===== src/bmtr_pkg.sv =====
`default_nettype none

package bmtr_pkg;

	// Store geometry
	localparam int STORE_BYTES = 512;
	localparam int ADDR_W      = $clog2(STORE_BYTES);
	// Largest row address is 15*31 + 31 = 496, so nine bits cover every read address
	localparam int ACC_W       = 9;

	// Rows gathered per column
	localparam int MAX_ROWS  = 16;
	localparam int ROW_W     = (MAX_ROWS > 1) ? $clog2(MAX_ROWS) : 1;
	localparam int ROW_CNT_W = $clog2(MAX_ROWS + 1);

	// Field widths
	localparam int PIX_W    = 8;
	localparam int COL_W    = 8;
	localparam int WORD_W   = 16;
	localparam int STRIDE_W = 5;

	// Configuration register indexes
	localparam logic [0:0] REG_WIDTH  = 1'b0;
	localparam logic [0:0] REG_HEIGHT = 1'b1;

	// Input actions
	localparam logic ACT_WRITE = 1'b0;
	localparam logic ACT_FETCH = 1'b1;

	// Microcode
	typedef logic [1:0] step_t;

	localparam step_t STEP_IDLE   = 2'd0;
	localparam step_t STEP_GATHER = 2'd1;
	localparam step_t STEP_DRAIN  = 2'd2;
	localparam step_t STEP_EMIT   = 2'd3;

	typedef enum logic [1:0] {
		COND_ALWAYS    = 2'd0,
		COND_FETCH     = 2'd1,
		COND_ROWS_LEFT = 2'd2,
		COND_OUT_FREE  = 2'd3
	} cond_t;

	typedef struct packed {
		logic  accept;
		logic  issue;
		logic  emit;
		cond_t cond;
		step_t on_true;
		step_t on_false;
	} ucode_t;

	// Datapath status seen by the sequencer
	typedef struct packed {
		logic fetch;
		logic rows_left;
		logic out_free;
	} stat_t;

	// Qualified strobes driven into the datapath
	typedef struct packed {
		logic accept;
		logic issue;
		logic emit;
	} ctl_t;

	function automatic ucode_t ucode_rom(input step_t step);
		ucode_t w;
		begin
			unique case (step)
				STEP_IDLE:   w = '{accept: 1'b1, issue: 1'b0, emit: 1'b0,
					cond: COND_FETCH, on_true: STEP_GATHER, on_false: STEP_IDLE};
				STEP_GATHER: w = '{accept: 1'b0, issue: 1'b1, emit: 1'b0,
					cond: COND_ROWS_LEFT, on_true: STEP_GATHER, on_false: STEP_DRAIN};
				STEP_DRAIN:  w = '{accept: 1'b0, issue: 1'b0, emit: 1'b0,
					cond: COND_ALWAYS, on_true: STEP_EMIT, on_false: STEP_EMIT};
				STEP_EMIT:   w = '{accept: 1'b0, issue: 1'b0, emit: 1'b1,
					cond: COND_OUT_FREE, on_true: STEP_IDLE, on_false: STEP_EMIT};
				default:     w = '{accept: 1'b0, issue: 1'b0, emit: 1'b0,
					cond: COND_ALWAYS, on_true: STEP_IDLE, on_false: STEP_IDLE};
			endcase
			return w;
		end
	endfunction

endpackage

`default_nettype wire


===== src/bmtr_if.sv =====
`default_nettype none

interface bmtr_item_if;
	import bmtr_pkg::*;

	logic                   valid;
	logic                   ready;
	logic                   action;
	logic [ACC_W-1:0]       byte_index;
	logic [PIX_W-1:0]       byte_value;
	logic [COL_W-1:0]       column_index;

	modport source (output valid, action, byte_index, byte_value, column_index, input ready);
	modport sink   (input valid, action, byte_index, byte_value, column_index, output ready);
endinterface

interface bmtr_result_if;
	import bmtr_pkg::*;

	logic              valid;
	logic              ready;
	logic [WORD_W-1:0] column_bits;

	modport source (output valid, column_bits, input ready);
	modport sink   (input valid, column_bits, output ready);
endinterface

`default_nettype wire


===== src/bitmap_row_to_column_transpose.sv =====
`default_nettype none

// Write beat: accepted back to back while the sequencer is idle.
// Fetch beat: the sequencer gathers rows = min(height,16) bytes, none for a column
// at or beyond the width, reading the single-port byte store once per row, then
// passes through a drain and an emit step before it takes the next beat in idle;
// a stalled result holds the emit step.
// Reset: width 8, height 16, output empty; the byte store is not cleared.
module bitmap_row_to_column_transpose (
	input  wire                   clk,
	input  wire                   arst_n,
	input  wire                   cfg_we,
	input  wire [0:0]             cfg_index,
	input  wire [bmtr_pkg::PIX_W-1:0] cfg_data,
	bmtr_item_if.sink             req,
	bmtr_result_if.source         rsp
);
	import bmtr_pkg::*;

	stat_t stat;
	ctl_t  ctl;

	logic [PIX_W-1:0]     width_q;
	logic [PIX_W-1:0]     height_q;

	logic [PIX_W-1:0]     mem [STORE_BYTES];

	logic [ACC_W-1:0]     acc_q;
	logic [ROW_CNT_W-1:0] row_q;
	logic [ROW_CNT_W-1:0] rows_q;
	logic [STRIDE_W-1:0]  stride_q;
	logic [2:0]           bitpos_q;
	logic                 col_ok_q;
	logic [WORD_W-1:0]    word_q;

	logic                 pend_s1;
	logic                 rd_ok_s1;
	logic [ROW_W-1:0]     prow_s1;
	logic [PIX_W-1:0]     rd_data_s1;

	logic                 out_valid_q;
	logic [WORD_W-1:0]    column_bits_q;

	logic                 beat_in;
	logic                 fetch_in;
	logic                 write_in;
	logic [STRIDE_W-1:0]  stride_d;
	logic [ROW_CNT_W-1:0] rows_d;
	logic [2:0]           bitpos_d;

	assign beat_in  = req.valid & req.ready;
	assign fetch_in = beat_in & (req.action == ACT_FETCH);
	assign write_in = beat_in & (req.action == ACT_WRITE);

	assign stat.fetch     = req.valid & (req.action == ACT_FETCH);
	assign stat.rows_left = col_ok_q & (row_q < rows_q);
	assign stat.out_free  = ~out_valid_q | rsp.ready;

	bmtr_seq u_seq (
		.clk    (clk),
		.arst_n (arst_n),
		.stat   (stat),
		.ctl    (ctl)
	);

	assign req.ready       = ctl.accept;
	assign rsp.valid       = out_valid_q;
	assign rsp.column_bits = column_bits_q;

	// Row stride is width/8, floored at one byte
	always_comb begin
		stride_d = STRIDE_W'(width_q >> 3);
		if (stride_d == '0) begin
			stride_d = STRIDE_W'(1);
		end
		if (height_q < PIX_W'(MAX_ROWS)) begin
			rows_d = ROW_CNT_W'(height_q);
		end else begin
			rows_d = ROW_CNT_W'(MAX_ROWS);
		end
		// Narrow bitmaps are right-aligned in the byte
		if (width_q < PIX_W'(8)) begin
			bitpos_d = width_q[2:0] - 3'd1 - req.column_index[2:0];
		end else begin
			bitpos_d = 3'd7 - req.column_index[2:0];
		end
	end

	always_ff @(posedge clk or negedge arst_n) begin
		if (!arst_n) begin
			width_q  <= PIX_W'(8);
			height_q <= PIX_W'(16);
		end else if (cfg_we) begin
			unique case (cfg_index)
				REG_WIDTH:  width_q  <= cfg_data;
				REG_HEIGHT: height_q <= cfg_data;
				default:    ;
			endcase
		end
	end

	// Byte store: one write or one read per cycle
	always_ff @(posedge clk) begin
		if (write_in && (32'(req.byte_index) < STORE_BYTES)) begin
			mem[ADDR_W'(req.byte_index)] <= req.byte_value;
		end
		if (ctl.issue) begin
			rd_data_s1 <= mem[ADDR_W'(acc_q)];
		end
	end

	always_ff @(posedge clk or negedge arst_n) begin
		if (!arst_n) begin
			pend_s1     <= 1'b0;
			out_valid_q <= 1'b0;
			row_q       <= '0;
			col_ok_q    <= 1'b0;
		end else begin
			pend_s1 <= ctl.issue;
			if (fetch_in) begin
				row_q    <= '0;
				col_ok_q <= req.column_index < width_q;
			end else if (ctl.issue) begin
				row_q <= row_q + ROW_CNT_W'(1);
			end
			if (ctl.emit) begin
				out_valid_q <= 1'b1;
			end else if (rsp.ready) begin
				out_valid_q <= 1'b0;
			end
		end
	end

	always_ff @(posedge clk) begin
		if (fetch_in) begin
			acc_q    <= ACC_W'(req.column_index >> 3);
			rows_q   <= rows_d;
			stride_q <= stride_d;
			bitpos_q <= bitpos_d;
		end else if (ctl.issue) begin
			acc_q <= acc_q + ACC_W'(stride_q);
		end
		if (ctl.issue) begin
			prow_s1  <= row_q[ROW_W-1:0];
			rd_ok_s1 <= 32'(acc_q) < STORE_BYTES;
		end
		// Clear on accept, then drop one pixel per returned read
		if (fetch_in) begin
			word_q <= '0;
		end else if (pend_s1) begin
			word_q[prow_s1] <= rd_data_s1[bitpos_q] & rd_ok_s1;
		end
		if (ctl.emit) begin
			column_bits_q <= word_q;
		end
	end

`ifndef NO_ASSERTIONS
	a_no_accept_on_emit: assert property (@(posedge clk) disable iff (!arst_n)
		!(ctl.accept && ctl.emit))
		else $error("input accepted while result emitted");

	a_emit_after_drain: assert property (@(posedge clk) disable iff (!arst_n)
		ctl.emit |-> !pend_s1)
		else $error("result emitted with a read still in flight");

	a_row_bound: assert property (@(posedge clk) disable iff (!arst_n)
		row_q <= ROW_CNT_W'(MAX_ROWS))
		else $error("row counter ran past the row limit");

	a_fetch_clears_word: assert property (@(posedge clk) disable iff (!arst_n)
		fetch_in |=> (word_q == '0) && !pend_s1)
		else $error("column word not cleared on fetch");
`endif

endmodule

`default_nettype wire


===== src/bmtr_seq.sv =====
`default_nettype none

module bmtr_seq (
	input  wire             clk,
	input  wire             arst_n,
	input  wire bmtr_pkg::stat_t stat,
	output bmtr_pkg::ctl_t  ctl
);
	import bmtr_pkg::*;

	step_t  step_q;
	ucode_t uc;
	logic   take;

	assign uc = ucode_rom(step_q);

	always_comb begin
		case (uc.cond)
			COND_ALWAYS:    take = 1'b1;
			COND_FETCH:     take = stat.fetch;
			COND_ROWS_LEFT: take = stat.rows_left;
			COND_OUT_FREE:  take = stat.out_free;
			default:        take = 1'b0;
		endcase
	end

	assign ctl.accept = uc.accept;
	assign ctl.issue  = uc.issue & stat.rows_left;
	assign ctl.emit   = uc.emit & stat.out_free;

	always_ff @(posedge clk or negedge arst_n) begin
		if (!arst_n) begin
			step_q <= STEP_IDLE;
		end else begin
			step_q <= take ? uc.on_true : uc.on_false;
		end
	end

endmodule

`default_nettype wire

===== src/flat_wrapper.sv =====
// flat-port wrapper written by rule: the top's interface ports become plain ports
module bitmap_row_to_column_transpose_flat import bmtr_pkg::*;
  (clk, arst_n, cfg_we, cfg_index, cfg_data, req_valid, req_action, req_byte_index, req_byte_value, req_column_index, req_ready, rsp_valid, rsp_column_bits, rsp_ready);
  bmtr_item_if req_i ();
  bmtr_result_if rsp_i ();
  input  wire clk;
  input  wire arst_n;
  input  wire cfg_we;
  input  wire [0:0] cfg_index;
  input  wire [bmtr_pkg::PIX_W-1:0] cfg_data;
  input wire logic [$bits(req_i.valid)-1:0] req_valid;
  input wire logic [$bits(req_i.action)-1:0] req_action;
  input wire logic [$bits(req_i.byte_index)-1:0] req_byte_index;
  input wire logic [$bits(req_i.byte_value)-1:0] req_byte_value;
  input wire logic [$bits(req_i.column_index)-1:0] req_column_index;
  output wire logic [$bits(req_i.ready)-1:0] req_ready;
  output wire logic [$bits(rsp_i.valid)-1:0] rsp_valid;
  output wire logic [$bits(rsp_i.column_bits)-1:0] rsp_column_bits;
  input wire logic [$bits(rsp_i.ready)-1:0] rsp_ready;
  assign req_i.valid = req_valid;
  assign req_i.action = req_action;
  assign req_i.byte_index = req_byte_index;
  assign req_i.byte_value = req_byte_value;
  assign req_i.column_index = req_column_index;
  assign req_ready = req_i.ready;
  assign rsp_valid = rsp_i.valid;
  assign rsp_column_bits = rsp_i.column_bits;
  assign rsp_i.ready = rsp_ready;
  bitmap_row_to_column_transpose u_core (.clk(clk), .arst_n(arst_n), .cfg_we(cfg_we), .cfg_index(cfg_index), .cfg_data(cfg_data), .req(req_i), .rsp(rsp_i));
endmodule

===== config.mk =====
export PLATFORM = sky130hd
export DESIGN_NAME = bitmap_row_to_column_transpose_flat
export DESIGN_NICKNAME = d
export VERILOG_FILES = /design/src/bmtr_pkg.sv /design/src/bmtr_if.sv /design/src/bitmap_row_to_column_transpose.sv /design/src/bmtr_seq.sv /design/src/flat_wrapper.sv
export SDC_FILE = /design/constraint.sdc
export NUM_CORES = 2
export LEC_CHECK = 0
export BUFFER_PORTS_ARGS = -buffer_cell sky130_fd_sc_hd__buf_4
export CORE_MARGIN = 2
export CORE_UTILIZATION = 37
export DETAILED_ROUTE_END_ITERATION = 7
export PLACE_DENSITY = 0.54
export SYNTH_ARGS = -nofsm -noshare
export SYNTH_HDL_FRONTEND = slang
export SYNTH_SLANG_ARGS = --single-unit

===== constraint.sdc =====
create_clock -name clk -period 5.1 [get_ports clk]
set_clock_uncertainty 0.05 [all_clocks]
set_input_delay 0.765 -clock clk [delete_from_list [all_inputs] [get_ports clk]]
set_output_delay 0.765 -clock clk [all_outputs]
set_load 0.01 [all_outputs]

Yosys cells after proc, flatten, opt, wreduce, memory -nomap -nowiden
Memories as Yosys holds them, arrays and structs flattened. A register that Yosys moved wholly into a read port is not among the register bits.
Cells that the tools add are included.
{ "word_totals": {"ff_bits": 84, "ram_bits": 4096, "elab_cells": 70, "memories": 1} }
{ "memory_table": {"columns": ["name", "depth", "width", "read_ports", "rd_ports_with_merged_regs", "wr", "line_no", "rtl"], "rows": [
  ["u_core.mem", 512, 8, 1, 1, 1, "bitmap_row_to_column_transpose.sv:26", "logic [PIX_W-1:0] mem [STORE_BYTES];"]
]} }
{ "classes": {"add_sub_neg": 5, "magnitude_cmp": 7, "eq_ne": 6, "mux": 17, "n_bitwise": 11, "reduce_logical": 8} }
{ "ops": {"columns": ["op", "count"], "rows": [
  ["9-bit case mux with 4 select lines", 1],
  ["5-bit two-way mux", 4],
  ["16-bit bitwise mux", 1],
  ["9-bit by 5-bit adder with 9-bit output", 1],
  ["2-bit equality test (second input constant)", 4],
  ["8-bit by 4-bit less-than comparator with 1-bit output (second input constant)", 1],
  ["8-bit by 5-bit less-than comparator with 1-bit output (second input constant)", 1],
  ["8-bit less-than comparator", 1],
  ["1-bit bitwise AND", 7],
  ["1-bit two-way mux", 6],
  ["5-bit by 1-bit adder with 5-bit output (second input constant)", 1],
  ["5-bit zero test", 1],
  ["4-bit by 5-bit less-than comparator with 1-bit output (second input constant)", 1],
  ["5-bit less-than comparator", 1],
  ["1-bit demux with 4-bit select", 1],
  ["2-bit by 1-bit equality test with 1-bit output (second input constant)", 2],
  ["4-bit by 1-bit >= comparator with 1-bit output (second input constant)", 1],
  ["2-bit zero test", 2],
  ["3-bit by 4-bit less-than comparator with 1-bit output (second input constant)", 1],
  ["1-bit case mux with 4 select lines", 1],
  ["2-bit AND reduction", 2],
  ["2-bit nonzero test", 2],
  ["1-bit binary-select mux with 3-bit select", 1],
  ["3-bit two-way mux", 1],
  ["other kinds (7)", 9]
]} }

Logic depth before layout (Yosys ltp)
{ "depth": {"word_depth": 6, "depth_mapped": 13, "mapped_depth_nobuf": 11} }

Cells and area by module
A second synthesis with hierarchy kept.
{ "hier_totals": {"hier_cells": 8521, "area_unflattened_um2": 165846.6} }
{ "by_module_without_submodules": {"columns": ["module", "n_inst", "cells_per_inst", "area_each_um2", "seq_area_each_um2"], "rows": [
  ["bitmap_row_to_column_transpose", 1, 8511, 165747.7, 125382.8],
  ["bmtr_seq", 1, 10, 98.8, 50.0]
]} }

Least setup slack after synthesis
OpenSTA, ideal clock, no wires.
{ "synth_path": {"path_kind": "register to register", "startpoint": "reg u_core.acc_q[1]", "endpoint": "reg u_core.acc_q[8]", "setup_ns": 0.070, "t_arrival_ns": 2.965, "required_time_ns": 4.980, "path_slack_ns": 2.015, "stages_incl_launch_ff": 14, "cell_sequence": "edfxtp_1 -> buf_2 -> buf_2 -> inv_2 -> buf_1 -> clkbuf_1 -> fa_1 -> inv_1 -> a21oi_1 -> o21ai_0 -> and2_1 -> o21ai_0 -> or4_1 -> a21oi_1"} }
{ "synth_between": {"elab_chain_cells": 1} }
{ "synth_lines": {"columns": ["element", "line_no", "rtl"], "rows": [
  ["start, declared", "bitmap_row_to_column_transpose.sv:28", "logic [ACC_W-1:0] acc_q;"],
  ["start signal, assigned", "bitmap_row_to_column_transpose.sv:136", "acc_q <= ACC_W'(req.column_index >> 3);"],
  ["start signal, assigned", "bitmap_row_to_column_transpose.sv:141", "acc_q <= acc_q + ACC_W'(stride_q);"],
  ["9-bit by 5-bit adder with 9-bit output", "bitmap_row_to_column_transpose.sv:141", null]
]} }
No other way between the ends.
A chain may end at the register's enable or synchronous reset.

==> summary.md <==
| Metric | Value |
|---|---|
| Setup violations, final | `0` |
| Finished Cell Area | `0.188 mm²` |
| Share of layout cells above drive strength 1 | `27.7%` |
| Synth Register Bits | `4188` |
| Gr usage total | `21.3%` |
| CTS H-tree lvls | `5` |
| IO Pins | `58` |
| First-pass GRT wire length | `670000 µm` |
| Min Clock Period, post-route | `4.78 ns` |
| Die Span X | `667 µm` |
| Post-DP HPWL | `302000 µm` |
| DP Area | `0.174 mm²` |
| TritonCTS Buffers | `437` |
| Worst stage delay on the critical path | `1.15 ns` |
| Routed Antenna Nets | `0` |
| Maximum clock frequency | `209 MHz` |
| CTS tree | `done` |
| Worst vdd ir | `0.286 mV` |
| Final Max Slew Viols | `0` |
| M1 GR Usage | `29.6%` |
| Ys async rst share | `0.621%` |
| Worst setup SP type | `flop` |
| Endpoint type of the worst setup path | `flop` |
| Actual transition at the worst max-transition pin | `1.43 ns` |
| Setup WS pre-CTS | `0.487 ns` |
| Synth top area cells | `edfxtp_1 (76%), mux4_2 (14%), nor2_1 (1.4%), mux2i_1 (1.4%), nand2_1 (0.57%)` |
| Net count, final | `8299` |
| Site Rows | `243` |
| Outcome | `finished clean` |
| Max-Cap Viols | `0` |
| CP Cell Sequence | `buf_12, buf_12, buf_12, mux4_2, mux2i_1, o21ai_0, and3_1, nor4_1, nand4_1, o31a_1` |
| I/O Buffers | `57` |
| LEAKAGE | `59.0 nW` |
| GRT overflow | `0` |
| Synth Area per Inst | `21.3 µm²` |
| Top-count cell post-synth | `edfxtp_1` |
| Overall Power | `84.2 mW` |
| Synth Warn # | `0` |
| Largest net degree at the start of global routing | `148` |
| Final Cycle Share | `93.8%` |
| Global-route layer with the greatest usage | `met2` |
| Final worst slack | `0.317 ns` |
| DR pass1 iterations | `6` |
| PD cells | `448 mW/mm²` |
| Global placer's final weighted congestion | `0.857` |
| M3 GR Usage | `3.78%` |
| TNS Setup | `0 ns` |
| Number of gates resized after cts | `0` |
| Initial DRC Count | `10646` |
| Yosys cell types | `81` |
| Hold Vio Cnt, Final | `0` |
| Post-Layout Cell Count | `14382` |
| RSZ-0062 raised after global routing | `false` |
| Seq/Total Area, Yosys | `77.1%` |
| CTS sink cnt | `4188` |
| Syn nets | `7684` |
| EDFF count, synth | `4142` |
| Total number of vias | `82483` |
| Core ar. | `0.438 mm²` |
| CP Class | `flop to flop` |
| Cell area after synthesis | `0.163 mm²` |
| Final wirelength | `481000 µm` |
| Post-Place Cells | `13548` |
| Commonest cells post-synth | `edfxtp_1 (4142), mux4_2 (1037), nor2_1 (607)` |
| Die footprint | `0.445 mm²` |
| CP max-delay cell | `nor4_1` |
| Post-synth top area share | `76.5%` |
| Max-Slew Margin vs Limit | `4.04%` |
| Most common flop cell mapped by yosys | `edfxtp_1` |
| CP arrival | `5.48 ns` |
| Wire per inst | `33.5 µm` |
| Drt drc | `0` |
| Root Buffer | `clkbuf_16` |
| Syn Inst Count | `7625` |
| CP required | `5.79 ns` |
| Top cell by count, worst path | `buf_12` |
| Vias in the first global route | `83266` |
| Clk buf depth | `4` |
| Initial core utilization | `37.1%` |
| Via density | `5.74` |
| Initial antenna violation count | `29` |
| Crit-path max FO | `50` |
| Clk_lat worst skew | `1.01 ns` |
| Largest area contributor in the netlist | `edfxtp_1` |
| Met2 Usage GRT | `34.2%` |
| Die Y | `667 µm` |
| Area grow syn2layout | `15.6%` |
| HP Class | `input pin to flop` |
| Clock transition at path regs | `0.06 ns` |
layout by cell type, fill, tap and decap left out, types with 18 or more instances in the layout:
cell type / n
bufinv_16: 43
nor2_1: 603
clkinvlp_4: 20
inv_1: 26
and3_1: 18
edfxtp_1: 4142
clkinv_1: 103
dfrtp_1: 24
a22oi_1: 115
buf_12: 94
clkbuf_16: 441
mux4_2: 1037
a211oi_1: 19
o21ai_0: 54
a21oi_1: 76
nor3_1: 55
nand2_1: 233
a31oi_1: 32
clkbuf_1: 78
a22o_1: 18
buf_4: 530
clkinv_2: 79
a32oi_1: 21
mux2_2: 32
nand3_1: 55
dfxtp_1: 19
o22ai_1: 38
mux2i_1: 226
a221oi_1: 32
and2_1: 18
per-layer routing:
layer  vias up  wire (µm)
li1      33106          -
met1     45058     198000
met2      3634     229000
met5         -        211
met3       683      38500
met4         2      15500
state kept, by name (all words and copies together) (netlist names), 3 cells and up, named ones only:
register,count
u_core.mem,4096
u_core.rsp.column_bits,16
u_core.word_q,16
u_core.acc_q,9
u_core.height_q,8
u_core.rd_data_s1,8
u_core.width_q,8
u_core.row_q,5
u_core.rows_q,5
u_core.stride_q,5
u_core.prow_s1,4
u_core.bitpos_q,3
cell families after synthesis:
family,synth area share [%]
flip-flops,77.1
multiplexers,16.0
AND/OR/NAND/NOR,2.93
AO/OA/AOI/OAI,2.19
buffers and inverters,1.58
adder cells (fa/ha/maj),0.155
XOR/XNOR,0.0431
layout make-up:
class / count / area (µm²)
antenna: 12 / 30.0
clock buffer: 524 / 11400
clock inverter: 288 / 2860
fill: 37563 / 250000
inverter: 29 / 126
multi-input combinational: 2942 / 34900
sequential: 4188 / 125000
tap: 5757 / 7200
timing repair buffer: 642 / 6080
metrics by stage:
stage	hold WS [ns]	util, %
CTS	0.00102	42.9
global placement	0.370	39.7
floorplan	0.358	-
finish	0.0732	43.0
detailed placement	0.375	39.7
global route	0.0600	42.9
final timing paths:
check	slack [ns]	to	startpoint	depth (start not counted)
max	0.32	u_core.rd_data_s1[6]$_DFFE_PP_	u_core.acc_q[0]$_DFFE_PP_	10
min	0.07	u_core.acc_q[3]$_DFFE_PP_	req_column_index[6]	3
max reg2reg	0.32	u_core.rd_data_s1[6]$_DFFE_PP_	u_core.acc_q[0]$_DFFE_PP_	10
min reg2reg	0.39	u_core.rsp.column_bits[13]$_DFFE_PP_	u_core.word_q[13]$_SDFFE_PP0P_	0
max in group asynchronous	4.52	u_core.height_q[4]$_DFFE_PN1P_	arst_n	2
min in group asynchronous	0.16	u_core.pend_s1$_DFF_PN0_	arst_n	2
where the power goes:
part	internal [mW]	leakage (nW)	total (mW)	switching, mW
sequential	38.1	37.7	38.3	0.211
combinational	5.23	14.4	14.0	8.81
clock	18.2	6.93	31.8	13.6
total	61.5	59.0	84.2	22.7
critical path, delay by kind of cell (launching register included):
family / cells / cell delay (ns)
buffers and inverters: 3 / 0.85
AO/OA/AOI/OAI: 2 / 0.32
multiplexers: 2 / 0.91
flip-flops: 1 / 0.52
AND/OR/NAND/NOR: 3 / 1.77
timing repair:
| action | in CTS | in global routing |
|---|---|---|
| buffers inserted | 0 | 0 |
| hold buffers | 10 | 0 |
| hold endpoints to repair | 43 | 0 |
| setup endpoints to repair | 0 | 0 |
Note: power is estimated with default switching activity, not from simulation.
